==> src/design/dadc_pkg.sv <==
package dadc_pkg;

   // converter sample width and scale
   localparam int SAMPLE_W       = 10;
   localparam int ADC_FULL_SCALE = 1023;

   // pulse-width scaling denominators
   localparam int SPEED_FULL = 99;
   localparam int ANGLE_FULL = 180;

   localparam int WINDOW_DEF = 10;

   localparam logic [SAMPLE_W-1:0] SPEED_RESET_LEVEL = 10'd512;
   localparam logic [SAMPLE_W-1:0] ANGLE_RESET_LEVEL = 10'd0;
   localparam int SERVO_ANGLE_SHIFT = 90;

   // quotient width of the window scaling (covers 1023 and more)
   localparam int LANE_Q_W  = 11;
   localparam int PULSE_W   = 16;
   localparam int PULSE_NUM_W = 24;

   // configuration port
   localparam int CSR_INDEX_W = 3;
   localparam int CSR_DATA_W  = 16;

   typedef enum logic [CSR_INDEX_W-1:0] {
      CSR_SPEED_SPAN      = 3'd0,
      CSR_SPEED_OFFSET    = 3'd1,
      CSR_ANGLE_SPAN      = 3'd2,
      CSR_ANGLE_OFFSET    = 3'd3,
      CSR_MOTOR_TICK_SPAN = 3'd4,
      CSR_SERVO_TICK_SPAN = 3'd5,
      CSR_SERVO_TICK_BASE = 3'd6
   } csr_index_type;

   localparam logic [7:0]  SPEED_SPAN_RST      = 8'd198;
   localparam logic [6:0]  SPEED_OFFSET_RST    = 7'd99;
   localparam logic [7:0]  ANGLE_SPAN_RST      = 8'd180;
   localparam logic [6:0]  ANGLE_OFFSET_RST    = 7'd90;
   localparam logic [15:0] MOTOR_TICK_SPAN_RST = 16'd1999;
   localparam logic [15:0] SERVO_TICK_SPAN_RST = 16'd9000;
   localparam logic [15:0] SERVO_TICK_BASE_RST = 16'd2999;

   typedef enum logic [1:0] {
      DRIVE_STOP     = 2'd0,
      DRIVE_POSITIVE = 2'd1,
      DRIVE_NEGATIVE = 2'd2
   } drive_type;

   typedef struct packed {
      logic       valid;
      logic [7:0] value;
   } lane_out_type;

   typedef struct packed {
      logic               valid;
      logic [7:0]         speed_value;
      logic [6:0]         speed_magnitude;
      logic [7:0]         angle_value;
      logic [7:0]         angle_unsigned;
      logic [PULSE_W-1:0] motor_pulse;
      logic [PULSE_W-1:0] servo_pulse;
      drive_type          bridge_drive;
   } merge_out_type;

endpackage

==> src/design/dadc_cdiv.sv <==
// Unsigned divide by a constant: reciprocal multiply, then one correction step.
module dadc_cdiv import dadc_pkg::*; #(
   parameter int NUM_W = 24,
   parameter int DEN   = 99,
   parameter int Q_W   = 16
) (
   input  logic             clock,
   input  logic             reset,
   input  logic             in_valid,
   input  logic [NUM_W-1:0] num,
   output logic             out_valid,
   output logic [Q_W-1:0]   quot
);

   localparam logic [NUM_W:0]   RECIP = (NUM_W+1)'((64'd1 << NUM_W) / 64'(DEN));
   localparam logic [NUM_W-1:0] DEN_V = NUM_W'(DEN);

   logic [2*NUM_W:0] prod_ff, prod_in;
   logic [NUM_W-1:0] num1_ff, num2_ff, num3_ff;
   logic [NUM_W-1:0] q0_ff, q0_in, q1_ff;
   logic [NUM_W-1:0] qd_ff, qd_in;
   logic [NUM_W-1:0] rem;
   logic [Q_W-1:0]   quot_ff, quot_in;
   logic             v1_ff, v2_ff, v3_ff, v4_ff;

   always_comb begin
      prod_in = num * RECIP;
      q0_in   = prod_ff[2*NUM_W-1:NUM_W];
      qd_in   = q0_ff * DEN_V;
      rem     = num3_ff - qd_ff;
      quot_in = Q_W'(q1_ff + NUM_W'(rem >= DEN_V));
   end

   always_ff @(posedge clock) begin
      if (reset) begin
         v1_ff <= 1'b0;
         v2_ff <= 1'b0;
         v3_ff <= 1'b0;
         v4_ff <= 1'b0;
      end else begin
         v1_ff <= in_valid;
         v2_ff <= v1_ff;
         v3_ff <= v2_ff;
         v4_ff <= v3_ff;
      end
   end

   // Carry the dividend and the estimate alongside the product stages.
   always_ff @(posedge clock) begin
      prod_ff <= prod_in;
      num1_ff <= num;
      q0_ff   <= q0_in;
      qd_ff   <= qd_in;
      num2_ff <= num1_ff;
      num3_ff <= num2_ff;
      q1_ff   <= q0_ff;
      quot_ff <= quot_in;
   end

   assign out_valid = v4_ff;
   assign quot      = quot_ff;

endmodule

==> src/design/dadc_lane.sv <==
// One channel: sample ring, running sum, scaling with round half up, offset, saturate.
module dadc_lane import dadc_pkg::*; #(
   parameter int                  WINDOW      = WINDOW_DEF,
   parameter logic [SAMPLE_W-1:0] RESET_LEVEL = '0,
   localparam int                 SLOT_W      = $clog2(WINDOW)
) (
   input  logic                clock,
   input  logic                reset,
   input  logic                start,
   input  logic [SLOT_W-1:0]   slot,
   input  logic [SAMPLE_W-1:0] sample,
   input  logic [7:0]          span,
   input  logic [6:0]          offset,
   output lane_out_type        result
);

   localparam int SUM_W  = $clog2(WINDOW * ((1 << SAMPLE_W) - 1) + 1);
   localparam int PROD_W = SUM_W + 8;
   localparam int NUM_W  = PROD_W + 2;
   localparam int HALF   = WINDOW * ADC_FULL_SCALE;
   localparam int DEN    = 2 * WINDOW * ADC_FULL_SCALE;
   localparam logic [SUM_W-1:0] SUM_RST = SUM_W'(WINDOW * int'(RESET_LEVEL));
   localparam logic signed [LANE_Q_W:0] SAT_HI = 127;
   localparam logic signed [LANE_Q_W:0] SAT_LO = -128;

   logic [SAMPLE_W-1:0] ring_mem [WINDOW];
   logic [WINDOW-1:0]   filled_ff;

   logic [SAMPLE_W-1:0] old_data_ff;
   logic                old_filled_ff;
   logic [SAMPLE_W-1:0] sample_ff;
   logic [SAMPLE_W-1:0] old_level;
   logic [SUM_W-1:0]    sum_ff, sum_in;
   logic [PROD_W-1:0]   prod_ff, prod_in;
   logic [NUM_W-1:0]    num_ff, num_in;
   logic                load_ff, sum_vld_ff, prod_vld_ff, num_vld_ff, value_vld_ff;
   logic                div_valid;
   logic [LANE_Q_W-1:0] quot;
   logic signed [LANE_Q_W:0] diff;
   logic [7:0]          value_ff, value_in;

   // ring: read the oldest entry and overwrite it in the same cycle
   always_ff @(posedge clock) begin
      if (start) begin
         ring_mem[slot] <= sample;
         old_data_ff    <= ring_mem[slot];
      end
   end

   always_ff @(posedge clock) begin
      if (reset) begin
         filled_ff <= '0;
      end else if (start) begin
         filled_ff[slot] <= 1'b1;
      end
   end

   always_comb begin
      old_level = old_filled_ff ? old_data_ff : RESET_LEVEL;
      sum_in    = sum_ff - SUM_W'(old_level) + SUM_W'(sample_ff);
      prod_in   = sum_ff * span;
      num_in    = {1'b0, prod_ff, 1'b0} + NUM_W'(HALF);
      diff      = $signed({1'b0, quot}) - $signed((LANE_Q_W+1)'(offset));
      if (diff > SAT_HI) begin
         value_in = 8'(SAT_HI);
      end else if (diff < SAT_LO) begin
         value_in = 8'(SAT_LO);
      end else begin
         value_in = 8'(diff);
      end
   end

   always_ff @(posedge clock) begin
      if (reset) begin
         sum_ff       <= SUM_RST;
         load_ff      <= 1'b0;
         sum_vld_ff   <= 1'b0;
         prod_vld_ff  <= 1'b0;
         num_vld_ff   <= 1'b0;
         value_vld_ff <= 1'b0;
      end else begin
         load_ff      <= start;
         sum_vld_ff   <= load_ff;
         prod_vld_ff  <= sum_vld_ff;
         num_vld_ff   <= prod_vld_ff;
         value_vld_ff <= div_valid;
         if (load_ff) begin
            sum_ff <= sum_in;
         end
      end
   end

   always_ff @(posedge clock) begin
      if (start) begin
         sample_ff     <= sample;
         old_filled_ff <= filled_ff[slot];
      end
      prod_ff <= prod_in;
      num_ff  <= num_in;
      if (div_valid) begin
         value_ff <= value_in;
      end
   end

   dadc_cdiv #(
      .NUM_W (NUM_W),
      .DEN   (DEN),
      .Q_W   (LANE_Q_W)
   ) u_div (
      .clock     (clock),
      .reset     (reset),
      .in_valid  (num_vld_ff),
      .num       (num_ff),
      .out_valid (div_valid),
      .quot      (quot)
   );

   assign result.valid = value_vld_ff;
   assign result.value = value_ff;

endmodule

==> src/design/dadc_merge.sv <==
// Combine both lane settings into magnitude, pulse widths and bridge direction.
module dadc_merge import dadc_pkg::*; (
   input  logic               clock,
   input  logic               reset,
   input  logic               start,
   input  logic [7:0]         speed,
   input  logic [7:0]         angle,
   input  logic [6:0]         angle_offset,
   input  logic [15:0]        motor_span,
   input  logic [15:0]        servo_span,
   input  logic [15:0]        servo_base,
   output merge_out_type      result
);

   logic [7:0]               speed_ff, angle_ff, angle_uns_ff, angle_uns_in;
   logic [7:0]               mag_ff, mag_in;
   logic signed [8:0]        shift_ff, shift_in;
   drive_type                drive_ff, drive_in;
   logic [PULSE_NUM_W-1:0]   motor_prod_ff, motor_prod_in, motor_num_ff;
   logic signed [25:0]       servo_prod_ff, servo_prod_in;
   logic [PULSE_NUM_W-1:0]   servo_abs_ff, servo_abs_in;
   logic                     servo_neg_ff;
   logic                     a_vld_ff, b_vld_ff, c_vld_ff, d_vld_ff;
   logic                     motor_div_vld, servo_div_vld;
   logic [PULSE_W-1:0]       motor_q, servo_q, servo_sq;
   logic [PULSE_W-1:0]       motor_ff, servo_ff, servo_in;

   always_comb begin
      mag_in       = $signed(speed) < 0 ? 8'(-$signed(speed)) : speed;
      shift_in     = 9'($signed(angle)) + 9'(SERVO_ANGLE_SHIFT);
      angle_uns_in = angle + 8'(angle_offset);
      if ($signed(speed) > 0) begin
         drive_in = DRIVE_POSITIVE;
      end else if ($signed(speed) < 0) begin
         drive_in = DRIVE_NEGATIVE;
      end else begin
         drive_in = DRIVE_STOP;
      end
      motor_prod_in = mag_ff * motor_span;
      servo_prod_in = shift_ff * $signed({1'b0, servo_span});
      servo_abs_in  = servo_prod_ff[25] ? PULSE_NUM_W'(-servo_prod_ff)
                                        : PULSE_NUM_W'(servo_prod_ff);
      // truncate toward zero: divide the magnitude, then restore the sign
      servo_sq = servo_neg_ff ? PULSE_W'(-servo_q) : servo_q;
      servo_in = servo_sq + servo_base;
   end

   always_ff @(posedge clock) begin
      if (reset) begin
         a_vld_ff <= 1'b0;
         b_vld_ff <= 1'b0;
         c_vld_ff <= 1'b0;
         d_vld_ff <= 1'b0;
      end else begin
         a_vld_ff <= start;
         b_vld_ff <= a_vld_ff;
         c_vld_ff <= b_vld_ff;
         d_vld_ff <= motor_div_vld & servo_div_vld;
      end
   end

   always_ff @(posedge clock) begin
      if (start) begin
         speed_ff     <= speed;
         angle_ff     <= angle;
         mag_ff       <= mag_in;
         shift_ff     <= shift_in;
         angle_uns_ff <= angle_uns_in;
         drive_ff     <= drive_in;
      end
      motor_prod_ff <= motor_prod_in;
      servo_prod_ff <= servo_prod_in;
      motor_num_ff  <= motor_prod_ff;
      servo_abs_ff  <= servo_abs_in;
      servo_neg_ff  <= servo_prod_ff[25];
      if (servo_div_vld) begin
         motor_ff <= motor_q;
         servo_ff <= servo_in;
      end
   end

   dadc_cdiv #(
      .NUM_W (PULSE_NUM_W),
      .DEN   (SPEED_FULL),
      .Q_W   (PULSE_W)
   ) u_motor_div (
      .clock     (clock),
      .reset     (reset),
      .in_valid  (c_vld_ff),
      .num       (motor_num_ff),
      .out_valid (motor_div_vld),
      .quot      (motor_q)
   );

   dadc_cdiv #(
      .NUM_W (PULSE_NUM_W),
      .DEN   (ANGLE_FULL),
      .Q_W   (PULSE_W)
   ) u_servo_div (
      .clock     (clock),
      .reset     (reset),
      .in_valid  (c_vld_ff),
      .num       (servo_abs_ff),
      .out_valid (servo_div_vld),
      .quot      (servo_q)
   );

   always_comb begin
      result.valid           = d_vld_ff;
      result.speed_value     = speed_ff;
      result.speed_magnitude = mag_ff[6:0];
      result.angle_value     = angle_ff;
      result.angle_unsigned  = angle_uns_ff;
      result.motor_pulse     = motor_ff;
      result.servo_pulse     = servo_ff;
      result.bridge_drive    = drive_ff;
   end

endmodule

==> src/design/dual_adc_average_to_pwm.sv <==
// A new req transaction is taken only when no item is in flight and the holding
//   slot is empty; the two lane pipelines and the pulse stage each run one item
//   at a time (reciprocal-multiply dividers).
// A finished result may wait on rsp_ready while the next req transaction runs.
// Reset (synchronous): configuration returns to defaults, the rings read as
//   their reset levels through per-entry fill bits, no clearing pass.
module dual_adc_average_to_pwm import dadc_pkg::*; #(
   parameter int WINDOW = WINDOW_DEF
) (
   input  logic                   clock,
   input  logic                   reset,

   input  logic                   req_valid,
   output logic                   req_ready,
   input  logic [SAMPLE_W-1:0]    req_speed_sample,
   input  logic [SAMPLE_W-1:0]    req_angle_sample,

   output logic                   rsp_valid,
   input  logic                   rsp_ready,
   output logic signed [7:0]      rsp_speed_value,
   output logic [6:0]             rsp_speed_magnitude,
   output logic signed [7:0]      rsp_angle_value,
   output logic [7:0]             rsp_angle_unsigned,
   output logic [PULSE_W-1:0]     rsp_motor_pulse,
   output logic [PULSE_W-1:0]     rsp_servo_pulse,
   output logic [1:0]             rsp_bridge_drive,

   input  logic                   csr_write_enable,
   input  logic [CSR_INDEX_W-1:0] csr_index,
   input  logic [CSR_DATA_W-1:0]  csr_write_data
);

   localparam int SLOT_W = $clog2(WINDOW);

   // configuration registers
   logic [7:0]  speed_span_ff, angle_span_ff;
   logic [6:0]  speed_offset_ff, angle_offset_ff;
   logic [15:0] motor_span_ff, servo_span_ff, servo_base_ff;

   // control
   logic              req_accept;
   logic [SLOT_W-1:0] slot_ff, slot_in;
   logic              busy_ff, busy_in;
   logic              pend_valid_ff, pend_valid_in;
   logic              rsp_valid_ff, rsp_valid_in;
   logic              pend_move;
   merge_out_type     pend_ff, rsp_ff;

   lane_out_type      speed_res, angle_res;
   merge_out_type     merge_res;

   // Configuration writes land immediately; unknown indexes are dropped.
   always_ff @(posedge clock) begin
      if (reset) begin
         speed_span_ff   <= SPEED_SPAN_RST;
         speed_offset_ff <= SPEED_OFFSET_RST;
         angle_span_ff   <= ANGLE_SPAN_RST;
         angle_offset_ff <= ANGLE_OFFSET_RST;
         motor_span_ff   <= MOTOR_TICK_SPAN_RST;
         servo_span_ff   <= SERVO_TICK_SPAN_RST;
         servo_base_ff   <= SERVO_TICK_BASE_RST;
      end else if (csr_write_enable) begin
         case (csr_index_type'(csr_index))
            CSR_SPEED_SPAN:      speed_span_ff   <= csr_write_data[7:0];
            CSR_SPEED_OFFSET:    speed_offset_ff <= csr_write_data[6:0];
            CSR_ANGLE_SPAN:      angle_span_ff   <= csr_write_data[7:0];
            CSR_ANGLE_OFFSET:    angle_offset_ff <= csr_write_data[6:0];
            CSR_MOTOR_TICK_SPAN: motor_span_ff   <= csr_write_data;
            CSR_SERVO_TICK_SPAN: servo_span_ff   <= csr_write_data;
            CSR_SERVO_TICK_BASE: servo_base_ff   <= csr_write_data;
            default: ;
         endcase
      end
   end

   // Take a new transaction when no item is in flight and the holding
   // slot behind the merge stage is empty; the output register may still
   // be waiting on rsp_ready.
   assign req_ready  = !busy_ff && !pend_valid_ff;
   assign req_accept = req_valid && req_ready;

   // Advance the shared write slot once per transaction, wrapping at WINDOW.
   always_comb begin
      if (slot_ff == SLOT_W'(WINDOW - 1)) begin
         slot_in = '0;
      end else begin
         slot_in = slot_ff + 1'b1;
      end
   end

   // Item bookkeeping: busy from acceptance until the merge result is parked,
   // then hand the parked result to the output register when it frees up.
   always_comb begin
      pend_move     = pend_valid_ff && (!rsp_valid_ff || rsp_ready);
      busy_in       = req_accept ? 1'b1 : (merge_res.valid ? 1'b0 : busy_ff);
      pend_valid_in = merge_res.valid ? 1'b1 : (pend_move ? 1'b0 : pend_valid_ff);
      if (pend_move) begin
         rsp_valid_in = 1'b1;
      end else if (rsp_ready) begin
         rsp_valid_in = 1'b0;
      end else begin
         rsp_valid_in = rsp_valid_ff;
      end
   end

   always_ff @(posedge clock) begin
      if (reset) begin
         slot_ff       <= '0;
         busy_ff       <= 1'b0;
         pend_valid_ff <= 1'b0;
         rsp_valid_ff  <= 1'b0;
      end else begin
         if (req_accept) begin
            slot_ff <= slot_in;
         end
         busy_ff       <= busy_in;
         pend_valid_ff <= pend_valid_in;
         rsp_valid_ff  <= rsp_valid_in;
      end
   end

   // Payload: park the merge result, then copy it to the output register.
   always_ff @(posedge clock) begin
      if (merge_res.valid) begin
         pend_ff <= merge_res;
      end
      if (pend_move) begin
         rsp_ff <= pend_ff;
      end
   end

   // Speed and angle lanes run side by side on the two samples of a transaction.
   dadc_lane #(
      .WINDOW      (WINDOW),
      .RESET_LEVEL (SPEED_RESET_LEVEL)
   ) u_speed_lane (
      .clock  (clock),
      .reset  (reset),
      .start  (req_accept),
      .slot   (slot_ff),
      .sample (req_speed_sample),
      .span   (speed_span_ff),
      .offset (speed_offset_ff),
      .result (speed_res)
   );

   dadc_lane #(
      .WINDOW      (WINDOW),
      .RESET_LEVEL (ANGLE_RESET_LEVEL)
   ) u_angle_lane (
      .clock  (clock),
      .reset  (reset),
      .start  (req_accept),
      .slot   (slot_ff),
      .sample (req_angle_sample),
      .span   (angle_span_ff),
      .offset (angle_offset_ff),
      .result (angle_res)
   );

   // Both lanes finish in the same cycle; start the merge on their joint done.
   dadc_merge u_merge (
      .clock        (clock),
      .reset        (reset),
      .start        (speed_res.valid && angle_res.valid),
      .speed        (speed_res.value),
      .angle        (angle_res.value),
      .angle_offset (angle_offset_ff),
      .motor_span   (motor_span_ff),
      .servo_span   (servo_span_ff),
      .servo_base   (servo_base_ff),
      .result       (merge_res)
   );

   assign rsp_valid           = rsp_valid_ff;
   assign rsp_speed_value     = $signed(rsp_ff.speed_value);
   assign rsp_speed_magnitude = rsp_ff.speed_magnitude;
   assign rsp_angle_value     = $signed(rsp_ff.angle_value);
   assign rsp_angle_unsigned  = rsp_ff.angle_unsigned;
   assign rsp_motor_pulse     = rsp_ff.motor_pulse;
   assign rsp_servo_pulse     = rsp_ff.servo_pulse;
   assign rsp_bridge_drive    = rsp_ff.bridge_drive;

endmodule

==> config.mk <==
export PLATFORM = sky130hd
export DESIGN_NAME = dual_adc_average_to_pwm
export DESIGN_NICKNAME = d
export VERILOG_FILES = /design/src/design/dadc_pkg.sv /design/src/design/dadc_cdiv.sv /design/src/design/dadc_lane.sv /design/src/design/dadc_merge.sv /design/src/design/dual_adc_average_to_pwm.sv
export SDC_FILE = /design/constraint.sdc
export NUM_CORES = 2
export LEC_CHECK = 0
export BUFFER_PORTS_ARGS = -buffer_cell sky130_fd_sc_hd__buf_4
export CAP_MARGIN = 20
export CORE_ASPECT_RATIO = 1.2
export CORE_MARGIN = 2
export CORE_UTILIZATION = 30
export DETAILED_ROUTE_END_ITERATION = 8
export GPL_TIMING_DRIVEN = 0
export HOLD_SLACK_MARGIN = 0.03
export PLACE_DENSITY = 0.54
export SYNTH_ARGS = -nofsm -noshare
export SYNTH_HDL_FRONTEND = slang
export SYNTH_SLANG_ARGS = --single-unit
==> constraint.sdc <==
create_clock -name clock -period 7.8 [get_ports clock]
set_input_delay 0.39 -clock clock [delete_from_list [all_inputs] [get_ports clock]]
set_output_delay 0.39 -clock clock [all_outputs]
set_load 0.02 [all_outputs]
==> flow_metrics.env <==
export IMPL_synthArstFlopShare=0
export IMPL_post_cts_buffers=0
export IMPL_min_path_type="input port to flip-flop"
export IMPL_num_io_pins=111
export IMPL_synth_compound_area_frac=0.0644
export IMPL_clkLatencyLatePin_ps=830
export IMPL_start_util=0.301
export IMPL_fin_skew_ps=64.2
export IMPL_grt_use_met3=0.0183
export IMPL_ctsLongestPathBuffers=3
export IMPL_drc_errors=0
export IMPL_grt_pass1_wl_um=312000
export IMPL_grt_max_degree=53
export IMPL_drtPass1Iterations=5
export IMPL_ys_seq_area_frac=0.359
export IMPL_cts_sinks=1368
export IMPL_crit_fanout=6
export IMPL_slew_headroom=0.346
export IMPL_h_tree_depth=4
export IMPL_holdWs_ps=121
export IMPL_netlist_area_um2=89200
export IMPL_cp_arrival_ps=7470
export IMPL_drt_iter0_markers=2263
export IMPL_busiest_layer="met2"
export IMPL_post_synth_top_count_cell="inv_1"
export IMPL_fin_nets=10500
export IMPL_syn_area_per_cell_um2=10.9
export IMPL_synth_cell_type_count=86
export IMPL_antenna_found_initial=17
export IMPL_clockRootBuffer="clkbuf_16"
export IMPL_drive_gt1_frac=0.0580
export IMPL_grt_pass1_vias=59600
export IMPL_gr_total_overflow=0
export IMPL_ant_nets=0
export IMPL_fin_crit_ps=6790
export IMPL_fmax_mhz=147
export IMPL_worst_setup_path_end_kind="flip-flop"
export IMPL_hold_buffers=41
export IMPL_synth_fa_ha_area_frac=0.352
export IMPL_fp_row_count=219
export IMPL_synth_top_area_share=0.204
export IMPL_cp_start_kind="flip-flop"
export IMPL_port_buffers=109
export IMPL_gp_congestion=0.856
export IMPL_drv_cap=0
export IMPL_synth_simple_area_share=0.0973
export IMPL_fin_setup_tns_ps=0
export IMPL_slew_viol_final=0
export IMPL_post_synth_top_area_cell="dfxtp_1"
export IMPL_period_share=0.870
export IMPL_grtUsageMet2=0.232
export IMPL_placedCellCount=12300
export IMPL_ys_flop_type="dfxtp_1"
export IMPL_setup_viol=0
export IMPL_worst_pin_slew_ps=980
export IMPL_synth_xor_area_share=0.0411
export IMPL_finalHoldViolCount=0
export IMPL_cts_buffers=153
export IMPL_ys_warn_count=0
export IMPL_grt_use_met1=0.153
export IMPL_core_area_um2=296000
export IMPL_synthTopCellsByCount="1,460 x inv_1, 1,089 x ha_1, 909 x dfxtp_1, 889 x fa_1, 609 x nand2_1"
export IMPL_netlist_instances=8172
export IMPL_synth_top_family_by_area="adder cells"
export IMPL_ys_seq_elements=1368
export IMPL_num_vias=55700
export IMPL_fp_dieW_um=502
export IMPL_tritoncts="built"
export IMPL_wl_per_cell_um=15.1
export IMPL_syn_to_final_growth_pct=13.5
export IMPL_wl_um=190000
export IMPL_grt_total_usage=0.128
export IMPL_cts_resized=0
export IMPL_die_h_um=601
export IMPL_status="complete, no violations"
export IMPL_synth_area_leaders="dfxtp_1 20%, fa_1 20%, edfxtp_1 15%, ha_1 15%, inv_1 6.1%"
export IMPL_syn_num_nets=10200
export IMPL_synth_edf_count=459
export IMPL_dp_hpwl_um=155000
export IMPL_clk_pin_slew_ps=60
export IMPL_worstSetupPathType="flip-flop to flip-flop"
export IMPL_fin_util=0.342
export IMPL_dieArea_um2=302000
export IMPL_rsz0062_at_grt="no"
export IMPL_fin_cells=12600
export IMPL_drt_vias_per_instance=4.42
export IMPL_synth_mux_area_frac=0.0178
export IMPL_fillCellCount=29500
export IMPL_crit_required_ps=8480
## cell usage in the layout (no fill, tap or decap), types with 254 or more instances in the layout
master / Yosys / routed
inv_1: 1460 / 1459
nand2_1: 609 / 609
ha_1: 1089 / 1089
xnor2_1: 305 / 305
dfxtp_1: 909 / 906
fa_1: 889 / 889
nor2_1: 330 / 323
edfxtp_1: 459 / 459
a21oi_1: 282 / 282
and2_1: 254 / 254
## per-stage QoR
stage | cell area, um2 | worst slack (ps)
floorplan | 89200 | 2150
global placement | 95000 | 862
detailed placement | 95300 | 887
CTS | 101000 | 904
global route | 101000 | 652
finish | 101000 | 1010
## routing by layer
layer	part of all wire	vias to the layer above	routed length, um
met5	0.00036	-	69
met4	0.037	12	7080
met3	0.033	350	6240
met2	0.51	766	96100
met1	0.42	27300	80200
li1	-	27300	-
## sequential cells by signal (all words and copies together), names as in the netlist, 24 cells and up
name,count
u_merge.motor_num_ff,24
u_merge.u_motor_div.num2_ff,24
u_merge.servo_abs_ff,24
u_merge.u_motor_div.qd_ff,24
u_merge.u_motor_div.num3_ff,24
u_merge.servo_prod_ff,25
pend_ff,64
u_merge.motor_prod_ff,24
u_speed_lane.ring_mem,100
u_angle_lane.ring_mem,100
u_merge.u_motor_div.num1_ff,24
## final cells by class
class / count / area (um2) / share of cell area
antenna: 4 / 10.0 / 0.0000989
buffer: 164 / 636 / 0.00628
clock buffer: 203 / 4340 / 0.0429
clock inverter: 80 / 1110 / 0.0110
inverter: 1460 / 5480 / 0.0541
multi-input combinational: 5180 / 51100 / 0.505
sequential: 1368 / 32000 / 0.316
tap: 3978 / 4980 / 0.0492
timing repair buffer: 170 / 1530 / 0.0152
## cell families (layout without fill, tap and decap cells)
family,Yosys count,count (layout)
multiplexers,103,103
other,0,4
AO/OA/AOI/OAI,892,892
flip-flops,1368,1368
buffers and inverters,1624,2077
adder cells (fa/ha/maj),1978,1978
XOR/XNOR,419,419
AND/OR/NAND/NOR,1788,1788
## worst max-delay path: stages (launching register included)
cell	delay, ps
dfxtp_1	530
ha_1	370
xor2_1	170
ha_1	300
fa_1	540
inv_1	60
fa_1	500
fa_1	520
fa_1	580
inv_1	50
ha_1	290
nand4_1	110
a2111oi_0	630
a2111oi_2	260
o41ai_2	710
a21oi_1	310
o211ai_1	320
a31o_2	230
a21oi_1	90
xnor2_1	120
## path summary, 6_finish.rpt
check | cells after the start | slack, ps | from | to
setup / recovery | 19 | 1010 | u_merge.servo_abs_ff[3] | u_merge.u_servo_div.prod_ff[40]
hold / removal | 4 | 120 | csr_index[1] | speed_span_ff[7]
setup reg to reg | 19 | 1010 | u_merge.servo_abs_ff[3] | u_merge.u_servo_div.prod_ff[40]
hold reg to reg | 0 | 300 | u_angle_lane.u_div.num2_ff[16] | u_angle_lane.u_div.num3_ff[16]
Power is left out: the tool's default activity adds up to more than one toggle a clock period on the data nets, which glitch-free logic cannot reach.
